--- src/hw/rtl/sfb_pkg.sv ---
package sfb_pkg;

   localparam int unsigned BYTE_W    = 8;
   localparam int unsigned STEP_W    = 3;
   localparam int unsigned CSR_IDX_W = 1;
   localparam int unsigned REQ_DATA_W = 3 * BYTE_W;
   localparam int unsigned RSP_DATA_W = BYTE_W;

   localparam logic [BYTE_W-1:0] HEAD_RESET    = 8'hAA;
   localparam logic [BYTE_W-1:0] ADDRESS_RESET = 8'h00;

   typedef enum logic {
      REQ_START = 1'b0,
      REQ_DATA  = 1'b1
   } req_kind_type;

   typedef enum logic [CSR_IDX_W-1:0] {
      CSR_HEAD    = 1'b0,
      CSR_ADDRESS = 1'b1
   } csr_index_type;

   typedef enum logic [STEP_W-1:0] {
      STEP_0 = 3'd0,
      STEP_1 = 3'd1,
      STEP_2 = 3'd2,
      STEP_3 = 3'd3,
      STEP_4 = 3'd4,
      STEP_5 = 3'd5
   } step_type;

   typedef logic [BYTE_W-1:0] byte_type;

   typedef struct packed {
      req_kind_type kind;
      byte_type     frame_id;
      byte_type     frame_len;
      byte_type     data_byte;
   } item_type;

   typedef struct packed {
      byte_type frame_head;
      byte_type frame_address;
   } cfg_type;

   typedef struct packed {
      byte_type out_byte;
      logic     out_last;
      logic     seq_error;
   } result_type;

endpackage

--- src/hw/rtl/sfb_engine.sv ---
module sfb_engine (
   input  logic                clock,
   input  logic                reset,
   input  sfb_pkg::cfg_type    cfg,
   input  logic                item_valid,
   output logic                item_ready,
   input  sfb_pkg::item_type   item,
   output logic                res_valid,
   input  logic                res_ready,
   output sfb_pkg::result_type res
);
   import sfb_pkg::*;

   logic       item_vld_ff, item_vld_in;
   item_type   item_ff, item_in;
   step_type   step_ff, step_in;
   logic       open_ff, open_in;
   byte_type   left_ff, left_in;
   byte_type   sum_ff, sum_in;
   byte_type   add_ff, add_in;

   logic       advance;
   logic       final_step;
   logic       summed;
   logic       restart;
   byte_type   summed_byte;
   byte_type   base_sum;
   byte_type   base_add;
   byte_type   sum_new;
   byte_type   add_new;
   byte_type   left_dec;
   result_type res_c;

   assign base_sum = restart ? '0 : sum_ff;
   assign base_add = restart ? '0 : add_ff;
   assign sum_new  = base_sum + summed_byte;
   assign add_new  = base_add + sum_new;
   assign left_dec = left_ff - byte_type'(1);

   always_comb begin
      res_c       = '0;
      final_step  = 1'b0;
      summed      = 1'b0;
      restart     = 1'b0;
      summed_byte = '0;
      open_in     = open_ff;
      left_in     = left_ff;
      case (item_ff.kind)
         REQ_START: begin
            case (step_ff)
               STEP_0: begin
                  if (open_ff) begin
                     res_c.seq_error = 1'b1;
                     final_step      = 1'b1;
                  end else begin
                     summed      = 1'b1;
                     restart     = 1'b1;
                     summed_byte = cfg.frame_head;
                  end
               end
               STEP_1: begin
                  summed      = 1'b1;
                  summed_byte = cfg.frame_address;
               end
               STEP_2: begin
                  summed      = 1'b1;
                  summed_byte = item_ff.frame_id;
               end
               STEP_3: begin
                  summed      = 1'b1;
                  summed_byte = item_ff.frame_len;
                  if (item_ff.frame_len != '0) begin
                     final_step = 1'b1;
                     open_in    = 1'b1;
                     left_in    = item_ff.frame_len;
                  end
               end
               STEP_4: begin
                  res_c.out_byte = sum_ff;
               end
               STEP_5: begin
                  res_c.out_byte = add_ff;
                  res_c.out_last = 1'b1;
                  final_step     = 1'b1;
                  open_in        = 1'b0;
                  left_in        = '0;
               end
               default: begin
                  final_step = 1'b1;
               end
            endcase
         end
         REQ_DATA: begin
            case (step_ff)
               STEP_0: begin
                  if (!open_ff) begin
                     res_c.seq_error = 1'b1;
                     final_step      = 1'b1;
                  end else begin
                     summed      = 1'b1;
                     summed_byte = item_ff.data_byte;
                     left_in     = left_dec;
                     final_step  = (left_dec != '0);
                  end
               end
               STEP_1: begin
                  res_c.out_byte = sum_ff;
               end
               STEP_2: begin
                  res_c.out_byte = add_ff;
                  res_c.out_last = 1'b1;
                  final_step     = 1'b1;
                  open_in        = 1'b0;
                  left_in        = '0;
               end
               default: begin
                  final_step = 1'b1;
               end
            endcase
         end
         default: begin
            final_step = 1'b1;
         end
      endcase
      if (summed) begin
         res_c.out_byte = summed_byte;
      end
   end

   assign advance    = item_vld_ff && res_ready;
   assign item_ready = !item_vld_ff || (res_ready && final_step);
   assign res_valid  = item_vld_ff;
   assign res        = res_c;

   always_comb begin
      item_vld_in = item_vld_ff;
      item_in     = item_ff;
      step_in     = step_ff;
      sum_in      = sum_ff;
      add_in      = add_ff;
      if (advance) begin
         step_in = step_type'(step_ff + STEP_W'(1));
         if (final_step) begin
            item_vld_in = 1'b0;
         end
         if (summed) begin
            sum_in = sum_new;
            add_in = add_new;
         end
      end
      if (item_valid && item_ready) begin
         item_vld_in = 1'b1;
         item_in     = item;
         step_in     = STEP_0;
      end
   end

   always_ff @(posedge clock) begin
      if (reset) begin
         item_vld_ff <= 1'b0;
         step_ff     <= STEP_0;
         open_ff     <= 1'b0;
         left_ff     <= '0;
         sum_ff      <= '0;
         add_ff      <= '0;
      end else begin
         item_vld_ff <= item_vld_in;
         step_ff     <= step_in;
         sum_ff      <= sum_in;
         add_ff      <= add_in;
         if (advance) begin
            open_ff <= open_in;
            left_ff <= left_in;
         end
      end
   end

   always_ff @(posedge clock) begin
      item_ff <= item_in;
   end

endmodule

--- src/hw/rtl/serial_frame_builder_sum_add_check_core.sv ---
// Serial frame builder: a start transaction (tuser 0) emits head, address, id and
// length bytes; each data transaction (tuser 1) passes its byte through; after the
// last payload byte, or right after the header for zero length, the 8-bit sum
// check and add check follow, the add check flagged with tlast. Out-of-sequence
// transactions give one result with tuser 1 and are dropped. The result register
// delivers one byte per cycle unless the response output stalls; an item holds
// the block until it has issued its result bytes: 1 for a passed or rejected
// byte, 3 for the last payload byte, 4 for a start, 6 for a zero-length start.
// Items with one result stream at one per cycle unless stalled; the next item is
// taken in the cycle that issues the previous item's final byte. Configuration writes are always ready.
module serial_frame_builder_sum_add_check_core (
   input  logic                                  clock,
   input  logic                                  reset,
   input  logic                                  req_tvalid,
   output logic                                  req_tready,
   input  logic [sfb_pkg::REQ_DATA_W-1:0]        req_tdata,  // frame_id, frame_len, data_byte
   input  logic                                  req_tuser,  // req_type
   output logic                                  rsp_tvalid,
   input  logic                                  rsp_tready,
   output logic [sfb_pkg::RSP_DATA_W-1:0]        rsp_tdata,  // out_byte
   output logic                                  rsp_tlast,
   output logic                                  rsp_tuser,  // seq_error
   input  logic                                  csr_valid,
   output logic                                  csr_ready,
   input  logic [sfb_pkg::CSR_IDX_W-1:0]         csr_index,
   input  logic [sfb_pkg::BYTE_W-1:0]            csr_data
);
   import sfb_pkg::*;

   cfg_type    cfg_ff, cfg_in;
   item_type   item;
   result_type res;
   logic       res_valid;
   logic       res_ready;
   logic       rsp_vld_ff, rsp_vld_in;
   result_type rsp_ff, rsp_in;

   assign csr_ready = 1'b1;

   always_comb begin
      cfg_in = cfg_ff;
      if (csr_valid && csr_ready) begin
         case (csr_index_type'(csr_index))
            CSR_HEAD:    cfg_in.frame_head    = csr_data;
            CSR_ADDRESS: cfg_in.frame_address = csr_data;
            default:     cfg_in = cfg_ff;
         endcase
      end
   end

   assign item.kind      = req_kind_type'(req_tuser);
   assign item.frame_id  = req_tdata[BYTE_W-1:0];
   assign item.frame_len = req_tdata[2*BYTE_W-1:BYTE_W];
   assign item.data_byte = req_tdata[3*BYTE_W-1:2*BYTE_W];

   sfb_engine u_engine (
      .clock      (clock),
      .reset      (reset),
      .cfg        (cfg_ff),
      .item_valid (req_tvalid),
      .item_ready (req_tready),
      .item       (item),
      .res_valid  (res_valid),
      .res_ready  (res_ready),
      .res        (res)
   );

   assign res_ready = !rsp_vld_ff || rsp_tready;

   always_comb begin
      rsp_vld_in = rsp_vld_ff;
      rsp_in     = rsp_ff;
      if (res_ready) begin
         rsp_vld_in = res_valid;
         rsp_in     = res;
      end
   end

   always_ff @(posedge clock) begin
      if (reset) begin
         cfg_ff.frame_head    <= HEAD_RESET;
         cfg_ff.frame_address <= ADDRESS_RESET;
         rsp_vld_ff           <= 1'b0;
      end else begin
         cfg_ff     <= cfg_in;
         rsp_vld_ff <= rsp_vld_in;
      end
   end

   always_ff @(posedge clock) begin
      rsp_ff <= rsp_in;
   end

   assign rsp_tvalid = rsp_vld_ff;
   assign rsp_tdata  = rsp_ff.out_byte;
   assign rsp_tlast  = rsp_ff.out_last;
   assign rsp_tuser  = rsp_ff.seq_error;

endmodule

--- config.mk ---
export PLATFORM = sky130hd
export DESIGN_NAME = serial_frame_builder_sum_add_check_core
export DESIGN_NICKNAME = d
export VERILOG_FILES = /design/src/hw/rtl/sfb_pkg.sv /design/src/hw/rtl/sfb_engine.sv /design/src/hw/rtl/serial_frame_builder_sum_add_check_core.sv
export SDC_FILE = /design/constraint.sdc
export NUM_CORES = 1
export LEC_CHECK = 0
export CELL_PAD_IN_SITES_DETAIL_PLACEMENT = 0
export CELL_PAD_IN_SITES_GLOBAL_PLACEMENT = 1
export CORE_MARGIN = 2
export CORE_UTILIZATION = 35
export DETAILED_ROUTE_END_ITERATION = 8
export DONT_BUFFER_PORTS = 1
export PLACE_DENSITY_LB_ADDON = 0.1
export SKIP_CTS_REPAIR_TIMING = 1
export SLEW_MARGIN = 5
export SYNTH_ARGS = -nofsm -noshare
export SYNTH_HDL_FRONTEND = slang
export SYNTH_SLANG_ARGS = --single-unit
--- constraint.sdc ---
create_clock -name clock -period 5.37 [get_ports clock]
set_clock_uncertainty 0.15 [all_clocks]
set_input_delay 0.8055 -clock clock [delete_from_list [all_inputs] [get_ports clock]]
set_output_delay 0.8055 -clock clock [all_outputs]
set_load 0.01 [all_outputs]
# [Word-level counts from Yosys, hierarchy flattened]
# Cells that the tools add are included.
[word_totals] output_inout_bits=13 inputBits=39 word_cells=90 register_bits=81
[op_classes] add_sub_neg=4 eq_ne=10 bitwise_logic=2 reduce_logical=21 n_mux=37
[ops] cell="one-hot mux 8 bit (2 select lines)" count=6
[ops] cell="2-to-1 mux 8 bit" count=8
[ops] cell="one-hot mux 8 bit (4 select lines)" count=1
[ops] cell="one-hot mux 10 bit (2 select lines)" count=1
[ops] cell="adder 8 bit" count=2
[ops] cell="nonzero test 8 bit" count=2
[ops] cell="2-to-1 mux 1 bit" count=14
[ops] cell="one-hot mux 1 bit (2 select lines)" count=6
[ops] cell="!= test 3 bit, second input constant" count=3
[ops] cell="AND reduction 2 bit" count=4
[ops] cell="subtractor 8 x 1 -> 8 bit, second input constant" count=1
[ops] cell="equality test 3 x 2 -> 1 bit, second input constant" count=2
[ops] cell="equality test 3 bit, second input constant" count=2
[ops] cell="OR reduction 3 bit" count=2
[ops] cell="AND reduction 5 bit" count=1
[ops] cell="AND reduction 4 bit" count=1
[ops] cell="nonzero test 2 bit" count=2
[ops] cell="adder 3 x 1 -> 3 bit, second input constant" count=1
[ops] cell="equality test 3 x 1 -> 1 bit, second input constant" count=1
[ops] cell="logical AND 1 bit" count=3
[ops] cell="zero test 3 bit" count=1
[ops] cell="!= test 3 x 2 -> 1 bit, second input constant" count=1
[ops] cell="one-hot mux 1 bit (3 select lines)" count=1
[ops] cell="zero test 1 bit" count=2
[ops] cell="4 further kinds" count=6

# [Longest topological paths before layout]
# Gate-level depths: netlist (run 1).
[logic_depth] word_depth=10 mapped_depth=24

# [Cells and area by module]
# A second synthesis (run 1) with hierarchy kept.
[hier_totals] hier_cells=463 hier_area_um2=4573.1
[modules_own_cells] module="sfb_engine" cells_each=378 seq_area_each_um2=1331.3 area_per_inst_um2=3517.1 instances=1
[modules_own_cells] module="serial_frame_builder_sum_add_check_core" cells_each=85 seq_area_each_um2=640.6 area_per_inst_um2=1056.0 instances=1

# [Worst setup path after synthesis (run 1)]
# No wires, ideal clock.
[synth_timing] path_kind="reg2reg" startpoint="register u_engine.step_ff[2]" endpoint="register u_engine.add_ff[7]" required_time_ps=5124 setup_slack_ps=881 path_buffers=2 stages_incl_launch_ff=24 t_arrival_ps=4243 path_cell_list="dfxtp_1 -> buf_6 -> inv_1 -> ha_1 -> buf_4 -> inv_2 -> a221oi_4 -> a22o_1 -> ha_1 -> inv_1 -> fa_1 -> nor2b_1 -> o21ai_0 -> a21oi_1 -> o21a_1 -> nor2_1 -> xnor2_1 -> ha_1 -> or3_1 -> o211a_1 -> or3_1 -> a21boi_2 -> o211ai_1 -> o41ai_2"
[synth_via] elab_chain_cells=6 elab_cells_between_ends=18
[synth_lines] element="from (decl)" line_no="sfb_engine.sv:16" rtl="step_type step_ff, step_in;"
[synth_lines] element="from (signal assigned)" line_no="sfb_engine.sv:168" rtl="step_ff <= step_in;"
[synth_lines] element="parallel branches: the longest is 4 deep, another holds one-hot mux 8 bit (4 select lines)"
[synth_lines] element="adder 8 bit (*)" line_no="sfb_engine.sv:36" rtl="assign sum_new = base_sum + summed_byte;"
[synth_lines] element="via u_engine.sum_new[6]" line_no="sfb_engine.sv:29" rtl="byte_type sum_new;"
[synth_lines] element="adder 8 bit (*)" line_no="sfb_engine.sv:37" rtl="assign add_new = base_add + sum_new;"
[synth_lines] element="to (signal assigned)" line_no="sfb_engine.sv:170" rtl="add_ff <= add_in;"
[synth_lines] element="to (decl)" line_no="sfb_engine.sv:20" rtl="byte_type add_ff, add_in;"
# Mark *: on every way through the listed nets, which the timed path passes.
# A chain may end at the register's enable or synchronous reset.

# [Final worst setup path (run 1)]
[layout_timing] startpoint="register u_engine.step_ff[0]" endpoint="register u_engine.add_ff[7]"
# Same word-level chain as after synthesis.

==> impl_results.md, run 1 <==
- DIE WIDTH: 118 um
- Vias in the first global route: approximately 3.3k
- Pre-CTS setup slack: around 0.48 ns
- Layer with the highest usage: met1
- CTS tree: yes
- Final Net Count: 541
- Mean post-synth cell area: 9.34 um2
- Worst vdd rail ir drop: 0.208 mV
- Ant. Diodes: 0
- Drt drc: 0
- Initial Utilization: 0.359
- Synth top area share: 0.231
- Die Footprint: 13,900 um2
- Unrepaired setup endpoints after global routing: no
- Clock root cell: clkbuf_16
- GRT met1 Usage: 0.272
- First-pass iteration count of the detailed router: 6
- TritonCTS Buffers: 9
- Leakage: 1.98 nW
- DR WL/cell: 18.8 um
- FP Rows: 41
- Setup crit end kind: flip-flop
- Crit start category: flip-flop
- Share of cells above drive strength 1: 0.0930
- Max-Cap Viols: 0
- Antenna Nets Post-Route: 0
- Status: complete, no violations
- Initial DRC count: 234
- Total GRT Usage: 0.181
- Max FO, Critical Path: 7
- Register area share after synthesis: 0.434
- Clock tree sinks: 81
- PortBufs: 0
- GR Overflow Total: 0
- Worst-path clk slew: 0.06 ns
- Deepest clock path buffer count: 2
- PwrDens: 309 nW/um2
- Hold path depth: 2
- Vias: around 3.5k
- Initial antenna violation count: 0
- Placement Cell Area: 4680 um2
- Ys Warns: 0
- Die height: approximately 120 um
- Post-synth ARST share: 0
- Routability-driven placement congestion ratio: between 0.8 and 0.9
- Post-synth EDFFs: 35
- Max Slew Vio Count: 0
- Routed WL: between 10,000 and 15,000 um
- Fin Setup TNS: 0 ns
- Cell area after layout: 4990 um2
- Worst Reg-to-Reg Cells: 23
- Most numerous cell in the Yosys netlist: nand2_1
- H-tree depth: 3
- Main synth FF type: dfxtp_1
- Final Cycle Share: 0.919
- Critical path type: reg -> reg
- Core area: 12,700 um2
- Vias/cell: around 5.3
- Worst slew pin tran: 0.989 ns
- Mapped Area: 4550 um2
- Slew margin rel.: 0.341
- Synth cell count leaders: 78 x nand2_1, 46 x dfxtp_1, 42 x a21oi_1
- First-pass GRT wire length: 19,300 um
- Fmax: 0.203 GHz
- Distinct cells, synth: 56
- Hold Path Class: reg -> reg
- # IOs: 52
- Routing usage on met3: 0.0528
- Largest net degree at the start of global routing: 41
- Largest area contributor in the netlist: edfxtp_1
- WP data required: 5.48 ns
- Final hold slack: 0.302 ns
- Worst skew pair latency: 0.35 ns
- Mapped Cells: ~490
- Post-route setup slack: 0.435 ns
- Area growth from synthesis to layout: 9.66%
- Tmin final: about 4.9 ns
- Seq cells post-synth: 81
- Top cells by area, synth: edfxtp_1 23%, dfxtp_1 20%, nand2_1 6.4%, ha_1 5.8%, a22o_1 5.6%
- Final setup violation count: 0
- Post-Syn Nets: 549
- Post-DP HPWL: 8860 um
- Final Hold Fails: 0
- Met2 usage: 0.254
- Crit path DAT: roughly 5 ns
per-layer routing:
metal  routed length, um  up-vias
met5                   0        -
li1                    -     1740
met1                6340     1615
met4                 119        0
met2                5220       97
met3                 656       10
stage by stage:
stage | std cells | power (W) | util
after floorplan | 487 | 0.000868 | -
after global placement | 640 | 0.000921 | 0.370
after detailed placement | 640 | 0.000919 | 0.370
after CTS | 656 | 0.00156 | 0.394
after global routing | 656 | 0.00161 | 0.394
final | 656 | 0.00154 | 0.394
layout by cell type (no fill, tap or decap), types with 5 or more instances in the layout:
cell       instances
mux2i_1            5
a21o_1             5
nor2b_1            6
ha_1              21
mux2_2             6
nor2_1            32
a22o_1            29
o21ai_0           13
clkbuf_16          9
nor3_1             5
xnor2_1           11
and2_1            17
inv_1             17
nand3_1           18
a211oi_1           8
buf_4             11
nand2_1           78
or3_1              5
a21oi_1           42
edfxtp_1          35
dfxtp_1           46
a222oi_1           7
state kept, by name, summed over array words and instances (netlist names), 3 cells and up:
register,count
rsp_tdata,8
u_engine.left_ff,8
cfg_ff,16
u_engine.step_ff,3
u_engine.sum_ff,8
u_engine.item_ff,25
u_engine.add_ff,8
kinds of logic after synthesis:
kind of cell,after synthesis,synth area share
buf+inv,49,0.0509
flops,81,0.434
xor+xnor,16,0.0325
compound gates,126,0.204
simple gates,180,0.186
mux,11,0.0259
fa+ha+maj,23,0.0666
other cells,1,0.000825
path summary, 6_finish.rpt:
kind                                     startpoint            endpoint  slack (ns)
worst max register to register  u_engine.step_ff[0]  u_engine.add_ff[7]        0.44
worst min-delay path                      cfg_ff[8]           cfg_ff[8]        0.30
worst min register to register            cfg_ff[8]           cfg_ff[8]        0.30
worst max-delay path            u_engine.step_ff[0]  u_engine.add_ff[7]        0.44
power by group:
group / total [W] / internal [W] / switching, W
Combinational: 0.000193 / 0.0000733 / 0.000119
Clock: 0.000633 / 0.000366 / 0.000267
Sequential: 0.000713 / 0.000683 / 0.0000304
Total: 0.00154 / 0.00112 / 0.000417
cell type report:
| type | count | area, um2 |
|---|---|---|
| Tap cell | 172 | 215 |
| Clock buffer | 10 | 229 |
| Inverter | 19 | 71.3 |
| Clock inverter | 6 | 72.6 |
| Fill cell | 1302 | 7680 |
| Multi-Input combinational cell | 357 | 2340 |
| Sequential cell | 81 | 1970 |
| Timing Repair Buffer | 11 | 82.6 |
critical path, stage by stage, from the launching register on:
cell and delay (ns):
dfxtp_1 0.35, inv_1 0.10, ha_1 0.24, nor2b_1 0.47
buf_4 0.21, a222oi_1 0.07, nand2_1 0.10, a22o_1 0.18
ha_1 0.23, inv_1 0.07, fa_1 0.41, nor2b_1 0.12
o21ai_0 0.10, a21oi_1 0.20, o21a_1 0.13, nor2_1 0.04
xnor2_1 0.14, ha_1 0.25, or3_1 0.40, o211a_1 0.14
or3_1 0.37, a21boi_2 0.19, o211ai_1 0.12, o41ai_2 0.07
No activity file was read; power rests on OpenSTA's default activity.
==> run 2: changes to the inputs <==
- CORE_UTILIZATION: 35 -> 45
==> run 2 against run 1 <==
Against the previous run:
- sequential share of layout area grew 1.6 points
- flip-flop and latch count unchanged
- wire length shrank 7.4%
- design area is 3.9% lower
- first-iteration DRC count decreased by 3.4%
==> impl_results.md, run 2 (same netlist as run 1, synthesis figures left out) <==
- FF-to-FF End: u_engine.add_ff[7]
- CP dominant cell by count: ha_1
- PwrDens: ~270 nW/um2
- Clock root cell: clkbuf_8
- Max FO, Critical Path: 16
- Fin Setup TNS: 0 ns
- Worst-path clk slew: around 0.10 ns
- Final Net Count: around 540
- TritonCTS Buffers: 9
- Area growth from synthesis to layout: 5.39%
- Largest registers: u_engine.item_ff (25), cfg_ff (16)
- Final Hold Fails: 0
- Tmin final: 4.95 ns
- Routability-driven placement congestion ratio: ~0.79
- Final core occ: 0.490
- Max Slew Vio Count: 0
- Biggest register: u_engine.item_ff
- Worst Reg-to-Reg Cells: 20
- Ant. Diodes: 0
- Worst vdd rail ir drop: 0.232 mV
- Flop pwr share: 0.545
- Fmax: 0.202 GHz
- Core area: approximately 9800 um2
- Largest register FFs: 25
- Crit start category: flip-flop
- Multi-input gate area: 2350 um2
- Vias/cell: 5.76
- CTS tree: yes
- WP data required: 5.51 ns
- Hold endpoint: cfg_ff[7]
- Routed WL: 11,400 um
- Sequential cell area: 1970 um2
- DR WL/cell: 18.6 um
- Hold path depth: 2
- Commonest non-fill, non-tap cell in the layout: nand2_1
- First-pass iteration count of the detailed router: 5
- PortBufs: 0
- Final setup violation count: 0
- Total GRT Usage: 0.218
- Clk network pwr share: 0.314
- Max incr delay on CP: 0.42 ns
- Worst Path Buf+Inv: 3
- Largest net degree at the start of global routing: 41
- Top delay family on crit path: compound AO/OA/AOI/OAI gates
- H-tree depth: 3
- GR Overflow Total: 0
- Die Footprint: about 11,000 um2
- # IOs: 52
- First-pass GRT wire length: roughly 18,000 um
- Leakage: 1.91 nW
- CP cell instances: inv_1 > ha_1 > nor2b_1 > buf_4 > a222oi_1 > nand2_1 > a22oi_1 > inv_1 > ha_1 > a211oi_1 > o21ai_0 > a21oi_1 > xnor2_1 > ha_1 > or3_1 > o211a_1 > or3_1 > a21boi_2 > o211ai_1 > o41ai_2
- Worst skew pair latency: 0.37 ns
- Clock tree sinks: 81
- Cell Int Power: 0.000925 W
- Share of cells above drive strength 1: 0.0894
- Initial antenna violation count: 0
- Antenna Nets Post-Route: 0
- Critical path type: reg -> reg
- Deepest clock path buffer count: 2
- Die height: 105 um
- Gate power share: 0.141
- Initial Utilization: 0.465
- Hold Path Class: reg -> reg
- R2R setup slack: 0.42 ns
- Worst slew pin tran: 0.946 ns
- Drt drc: 0
- Setup crit end kind: flip-flop
- Hold_sp: cfg_ff[7]
- Unrepaired setup endpoints after global routing: no
- Final hold slack: 0.309 ns
- Status: complete, no violations
- Most frequent cells in the layout: 78 x nand2_1, 46 x dfxtp_1, 42 x a21oi_1, 35 x edfxtp_1, 32 x nor2_1
- Fillers: around 1,000
- Vias: 3,534
- Sw Pwr: roughly 0.00038 W
- FF-to-FF Start: u_engine.step_ff[0]
- Worst path slowest cell: a22oi_1
- FP Rows: 36
- Slew margin rel.: 0.369
- DIE WIDTH: 105 um
- Initial DRC count: 226
- Max-Cap Viols: 0
- Post-DP HPWL: 8330 um
- Vias in the first global route: 3,380
- Switching share of power: 0.293
- Final Cycle Share: 0.922
- Crit path DAT: 5.09 ns
[run 2: power by group through the flow]
stage          sequential (W)  combinational [W]  clock (W)
2_1_floorplan        0.000715           0.000153          0
3_3_place_gp         0.000727           0.000183          0
3_5_place_dp         0.000727           0.000184          0
4_1_cts              0.000713           0.000185   0.000428
5_1_grt              0.000717           0.000209   0.000450
6_report             0.000713           0.000185   0.000410
[run 2: routing by layer]
metal / share of wire / vias up / global-route usage
li1: - / 1730 / -
met1: 0.47 / 1662 / 0.317
met2: 0.44 / 129 / 0.318
met3: 0.082 / 13 / 0.0633
met4: 0.013 / 0 / 0.0560
met5: 0 / - / 0
[run 2: per-stage QoR]
| stage | cells | total power (W) | cell area [um2] | setup slack, ns |
|---|---|---|---|---|
| after global placement | 598 | 0.000910 | 4610 | 0.467 |
| final | 614 | 0.00131 | 4790 | 0.420 |
| after global routing | 614 | 0.00138 | 4790 | 0.0595 |
| after detailed placement | 598 | 0.000911 | 4610 | 0.366 |
| after floorplan | 487 | 0.000868 | 4550 | 0.881 |
| after CTS | 614 | 0.00133 | 4790 | 0.345 |
[run 2: worst reg2reg max path, cell delays in order (launching register included)]
cell	delay, ns
dfxtp_1	0.40
inv_1	0.09
ha_1	0.27
nor2b_1	0.15
buf_4	0.20
a222oi_1	0.33
nand2_1	0.10
a22oi_1	0.42
inv_1	0.09
ha_1	0.30
a211oi_1	0.29
o21ai_0	0.15
a21oi_1	0.18
xnor2_1	0.21
ha_1	0.32
or3_1	0.38
o211a_1	0.13
or3_1	0.36
a21boi_2	0.18
o211ai_1	0.11
o41ai_2	0.07
[run 2: final cells by class]
| cell class | count | share of cell area |
|---|---|---|
| repair buffers | 8 | 0.0125 |
| well taps | 133 | 0.0347 |
| clock buffers | 9 | 0.0258 |
| inverters | 19 | 0.0149 |
| flip-flops and latches | 81 | 0.411 |
| multi-input cells | 357 | 0.490 |
| clock inverters | 7 | 0.0110 |
[run 2: worst max path at each step]
| stage | startpoint | end | slack [ns] | cells past startpoint |
|---|---|---|---|---|
| 5_1_grt | u_engine.step_ff[0] | u_engine.add_ff[7] | 0.06 | 20 |
| 3_5_place_dp | u_engine.step_ff[0] | u_engine.add_ff[7] | 0.37 | 20 |
| 4_1_cts | u_engine.step_ff[0] | u_engine.add_ff[7] | 0.35 | 20 |
| 3_3_place_gp | u_engine.step_ff[0] | u_engine.add_ff[7] | 0.47 | 20 |
| 6_report | u_engine.step_ff[0] | u_engine.add_ff[7] | 0.42 | 20 |
| 2_1_floorplan | u_engine.step_ff[2] | u_engine.add_ff[7] | 0.88 | 23 |
